## src/rtl/core/bmf_div.sv

```systemverilog
// Restoring divider, one quotient bit per cycle, for the window mean.
// No dependencies.
module bmf_div #(
    parameter int NUM_W = 16,
    parameter int DEN_W = 8
) (
    input  logic             clk,
    input  logic             rst_n,
    input  logic             start,
    input  logic [NUM_W-1:0] num,
    input  logic [DEN_W-1:0] den,
    output logic             done,
    output logic [NUM_W-1:0] quot
);

    localparam int CNT_W = $clog2(NUM_W + 1);

    logic [NUM_W-1:0] q_reg, q_next;
    logic [DEN_W:0]   rem_reg, rem_next;
    logic [CNT_W-1:0] cnt_reg, cnt_next;
    logic             busy_reg, busy_next;
    logic             done_reg, done_next;
    logic [DEN_W+1:0] rem_sh;

    // one shift-subtract step per cycle
    always_comb
    begin
        q_next = q_reg;
        rem_next = rem_reg;
        cnt_next = cnt_reg;
        busy_next = busy_reg;
        done_next = 1'b0;
        rem_sh = {rem_reg, q_reg[NUM_W-1]};
        if (start)
        begin
            q_next = num;
            rem_next = '0;
            cnt_next = CNT_W'(NUM_W);
            busy_next = 1'b1;
        end
        else if (busy_reg)
        begin
            if (rem_sh >= {2'b00, den})
            begin
                rem_next = (DEN_W+1)'(rem_sh - {2'b00, den});
                q_next = {q_reg[NUM_W-2:0], 1'b1};
            end
            else
            begin
                rem_next = rem_sh[DEN_W:0];
                q_next = {q_reg[NUM_W-2:0], 1'b0};
            end
            cnt_next = cnt_reg - 1'b1;
            if (cnt_reg == CNT_W'(1))
            begin
                busy_next = 1'b0;
                done_next = 1'b1;
            end
        end
    end

    always_ff @(posedge clk or negedge rst_n)
    begin
        if (!rst_n)
        begin
            busy_reg <= 1'b0;
            done_reg <= 1'b0;
            cnt_reg <= '0;
        end
        else
        begin
            busy_reg <= busy_next;
            done_reg <= done_next;
            cnt_reg <= cnt_next;
        end
    end

    always_ff @(posedge clk)
    begin
        q_reg <= q_next;
        rem_reg <= rem_next;
    end

    assign done = done_reg;
    assign quot = q_reg;

endmodule

```

## config.mk

```make
export PLATFORM = sky130hd
export DESIGN_NAME = bmf_div
export DESIGN_NICKNAME = d
export VERILOG_FILES = /design/src/rtl/core/bmf_div.sv
export SDC_FILE = /design/constraint.sdc
export NUM_CORES = 1
export LEC_CHECK = 0
export ABC_AREA = 0
export BUFFER_PORTS_ARGS = -buffer_cell sky130_fd_sc_hd__buf_2
export CAP_MARGIN = 20
export CORE_UTILIZATION = 31
export CTS_BUF_LIST = sky130_fd_sc_hd__clkbuf_2
export DETAILED_ROUTE_END_ITERATION = 10
export HOLD_SLACK_MARGIN = 0.12
export SYNTH_ARGS = -nofsm -noshare
export SYNTH_HDL_FRONTEND = slang
export SYNTH_SLANG_ARGS = --single-unit
```

## constraint.sdc

```tcl
create_clock -name clk -period 7.1 [get_ports clk]
set_input_delay 1.42 -clock clk [delete_from_list [all_inputs] [get_ports clk]]
set_output_delay 1.42 -clock clk [all_outputs]
set_load 0.02 [all_outputs]
```

==> Word level (Yosys, flattened, before mapping) <==
Cells that the tools add are included.
{ "word_totals": {"ff_bits": 32, "inputBits": 27, "output_inout_bits": 17, "wordCells": 22} }
{ "classes": {"add_sub_neg": 2, "magnitude_cmp": 1, "eq_ne": 1, "mux": 12, "reduce_logical": 1} }
{ "ops": {"columns": ["op", "count"], "rows": [
  ["two-way mux 16 bit", 2],
  [">= comparator 10 x 8 -> 1 bit", 1],
  ["two-way mux 5 bit", 2],
  ["two-way mux 9 bit", 1],
  ["subtractor 9 x 8 -> 9 bit", 1],
  ["two-way mux 1 bit", 7],
  ["== test 5 x 1 -> 1 bit (second input constant)", 1],
  ["subtractor 5 x 1 -> 5 bit (second input constant)", 1],
  ["nonzero test 2 bit", 1]
]} }

==> Logic depth before layout (Yosys ltp) <==
{ "logic_depth": {"word_depth": 4, "ltp_mapped": 11, "depth_no_buf": 10} }

==> Worst setup path before layout <==
No wires, ideal clock.
{ "synth_path": {"path_kind": "in2reg", "startpoint": "input port den[0]", "endpoint": "register rem_reg[0]", "setup_time_ps": 79, "arrival_time_ps": 3585, "required_time_ps": 7021, "path_slack_ps": 3436, "path_stages": 10, "path_buffers": 1, "cell_sequence": "ha_1 > inv_1 > fa_1 > a21o_1 > a21oi_2 > o211ai_2 > or4_4 > buf_6 > mux2_4 > a211oi_2"} }
{ "synth_via": {"elab_chain_len": 2, "word_cells_on_any_way": 3} }
{ "synth_rtl": {"columns": ["item", "line", "text"], "rows": [
  ["start, declared", "11", "input logic [DEN_W-1:0] den,"],
  ["subtractor 9 x 8 -> 9 bit or >= comparator 10 x 8 -> 1 bit (tied branches)", "45, 43", null],
  ["two-way mux 9 bit *", "43", "if (rem_sh >= {2'b00, den})"],
  ["end signal, assigned", "81", "rem_reg <= rem_next;"],
  ["end, declared", "19", "logic [DEN_W:0] rem_reg, rem_next;"]
]} }
Every way passes the cells marked *; elsewhere a longest branch is shown, timed or not.
A chain may end at the register's enable or synchronous reset.

==> Worst setup path after layout <==
Same ends and word-level chain as after synthesis.

==> results by group <==
Yosys
  – Post-synth top cells: edfxtp_1 (16), mux2_2 (16), nor2_1 (14)
  – Syn nets: 195
  – Post-synth EDFFs: 16
  – Cell taking the most area after synthesis: edfxtp_1
  – Synth Flop Type: edfxtp_1
  – Synth cell types: 40
  – Synth top area share: 27.25%
  – Fraction of registers with async set/reset: 21.88%
  – Top cells by area, synth: edfxtp_1 (27%), dfxtp_1 (10%), mux2_2 (10%), dfrtp_1 (9.9%), ha_1 (7.1%)
  – Post-Syn Instances: 157
  – Syn Area/Cell: 11.23 sq um
  – Synth Cell Area: 1763 sq um
  – Synthesis-stage register bit count: 32
  – Sequential area share after synthesis: 47.41%
  – Synth warn: 0

Placement
  – Post-Place Cells: 267
  – DP Worst Slack: 3244 ps
  – Detailed Place HPWL: 2596 um
  – Placer Congestion: 0.7272
  – Port bufs: 43

Clock network
  – TritonCTS clock tree: done
  – Clk root buf: clkbuf_2
  – Post-CTS Setup Inserts: 0
  – Clk_lat worst skew: 360 ps
  – Clk slew on worst S/H paths: 160 ps
  – Hold buffer count at cts: 0
  – Max Root-Sink Buffers: 2
  – H-tree depth: 2
  – CTS Sinks: 32
  – TritonCTS buffer count: 5
  – CTS resizes: 0

Global route
  – First-pass GRT wire length: 5996 um
  – Initial antenna violation count: 0
  – Largest net degree at the start of global routing: 28
  – Global Route Usage Sum: 13.13%
  – Grt ovf: 0
  – Vias in the first global route: 1,266

Worst setup path
  – Worst R2R End: rem_reg[0]$_SDFFE_PP0P_
  – WS Path Type: in -> reg
  – Critical Path Start Type: input pin
  – Critical Path Fanout Max: 10
  – Endpoint class of the critical path: flop
  – Crit Reg-Reg Startpoint: quot[15]$_DFFE_PP_
  – CP required: 7400 ps
  – Reg2reg path depth: 10
  – FF-to-FF setup slack: 4210 ps
  – Arrival @ worst endpoint: 3750 ps

Floorplanning
  – Die Y-Extent: 77.41 um
  – Die area: 5992 sq um
  – I/O pin cnt: 44
  – Num rows: 27
  – Die Wd: 77.41 um
  – Starting density of the core: 32.02%
  – Core Region: 5507 sq um

Worst hold path
  – WHS Path Cells: 2
  – Min-delay src: rem_reg[6]$_SDFFE_PP0P_
  – Hold endpoint: rem_reg[6]$_SDFFE_PP0P_
  – Worst hold-check path type: reg -> reg

Run status
  – Status: completed

Final layout
  – Share of layout cells above drive strength 1: 35.96%
  – Register area: 835.8 sq um
  – Number of flip-flops in the largest register: 16
  – Util after Layout: 37.79%
  – Ant. Diodes: 0
  – Fillers: 564
  – Multi-input gate area: 855.8 sq um
  – Post-route insts no fill: 275
  – Final #Nets: 240
  – Area growth syn-to-layout: 18.03%

Timing
  – Worst Max-Slew Pin Slew: 608.9 ps
  – Max Clock Skew: 12.66 ps
  – Fin worst setup slack: 3655 ps
  – Final min period: 3445 ps
  – Max Slew Vio Count: 0
  – Maximum clock frequency: 290.3 MHz
  – Final hold vios: 0
  – Total negative slack: 0 ps
  – Setup repair after global routing missed its margin: no
  – Final setup vio count: 0
  – Slew HR: 59.36%
  – Final period utilization: 48.53%

Drt
  – # DRC: 0
  – Vias post-DR: 1,292
  – Avg WL per Cell: 12.65 um
  – Iteration-0 DRC Markers: 76
  – Vias/cell: 4.698
  – WL final: 3480 um
  – Post-DRT Antenna Nets: 0
  – First drt pass iteration count: 6

Power and ir drop
  – Total power: 0.0006710 W
  – Leak pwr: 0.9354 nW
  – Power per cell area: 322.5 nW/um^2
  – Max VDD drop: 0.1155 mV

Job
  – Max_cap viols: 0
area by class of cell:
cell class / instances / area share, %
timing repair buffer: 43 / 10.34
sequential: 32 / 40.17
tap: 72 / 4.330
clock buffer: 7 / 1.684
inverter: 12 / 2.165
multi-input combinational: 108 / 41.13
clock inverter: 1 / 0.1804
worst max path at each step:
| stage | from | cells after the start | end |
|---|---|---|---|
| floorplan | den[0] | 10 | rem_reg[0]$_SDFFE_PP0P_ |
| global placement | den[0] | 10 | rem_reg[0]$_SDFFE_PP0P_ |
| detailed placement | den[0] | 10 | rem_reg[0]$_SDFFE_PP0P_ |
| CTS | den[0] | 10 | rem_reg[0]$_SDFFE_PP0P_ |
| global route | den[0] | 10 | rem_reg[0]$_SDFFE_PP0P_ |
| finish | den[0] | 10 | rem_reg[0]$_SDFFE_PP0P_ |
layout by cell type (no fill, tap or decap), types with 7 or more instances in the layout:
master / count
buf_2: 43
clkbuf_2: 7
dfrtp_1: 7
dfxtp_1: 9
edfxtp_1: 16
ha_1: 10
inv_1: 12
mux2_2: 16
nand2_1: 9
nor2_1: 14
o21ai_0: 7
power breakdown:
| part | total (W) | internal [W] | leakage [nW] | switching (W) |
|---|---|---|---|---|
| sequential | 0.000286 | 0.000248 | 0.328 | 0.0000382 |
| clock | 0.0000859 | 0.0000264 | 0.0306 | 0.0000595 |
| combinational | 0.000299 | 0.000146 | 0.577 | 0.000154 |
per-layer routing:
metal  vias up  track usage [%]  share of wire (%)
li1        656                -                  -
met1       614            16.01                 46
met2        17            21.42                 50
met3         5            4.588                2.3
met4         0            4.528                1.4
met5         -                0                  0
critical path, stage by stage:
cell,delay [ps]
buf_2,80
ha_1,160
inv_1,50
fa_1,420
a21o_1,190
a21oi_2,180
o211ai_2,110
or4_4,600
mux2_4,340
a211oi_2,200
cell families after synthesis:
kind of cell	after synthesis	share of synthesized area (%)
and+or+nand+nor	39	11.07
DFF	32	47.41
AOI/OAI and AO/OA	26	10.29
muxes	23	14.48
buffers and inverters	17	4.045
adders and majority gates	11	8.233
xor gates and xnor gates	9	4.472
stage by stage:
| step | hold WS [ps] | instance area [sq um] |
|---|---|---|
| finish | 502.5 | 2081 |
| global route | 534.7 | 2081 |
| CTS | 506.6 | 2081 |
| detailed placement | 480.7 | 2042 |
| global placement | 479.7 | 2042 |
| floorplan | 450.1 | 1763 |
Power figures use the tool's default switching activity.
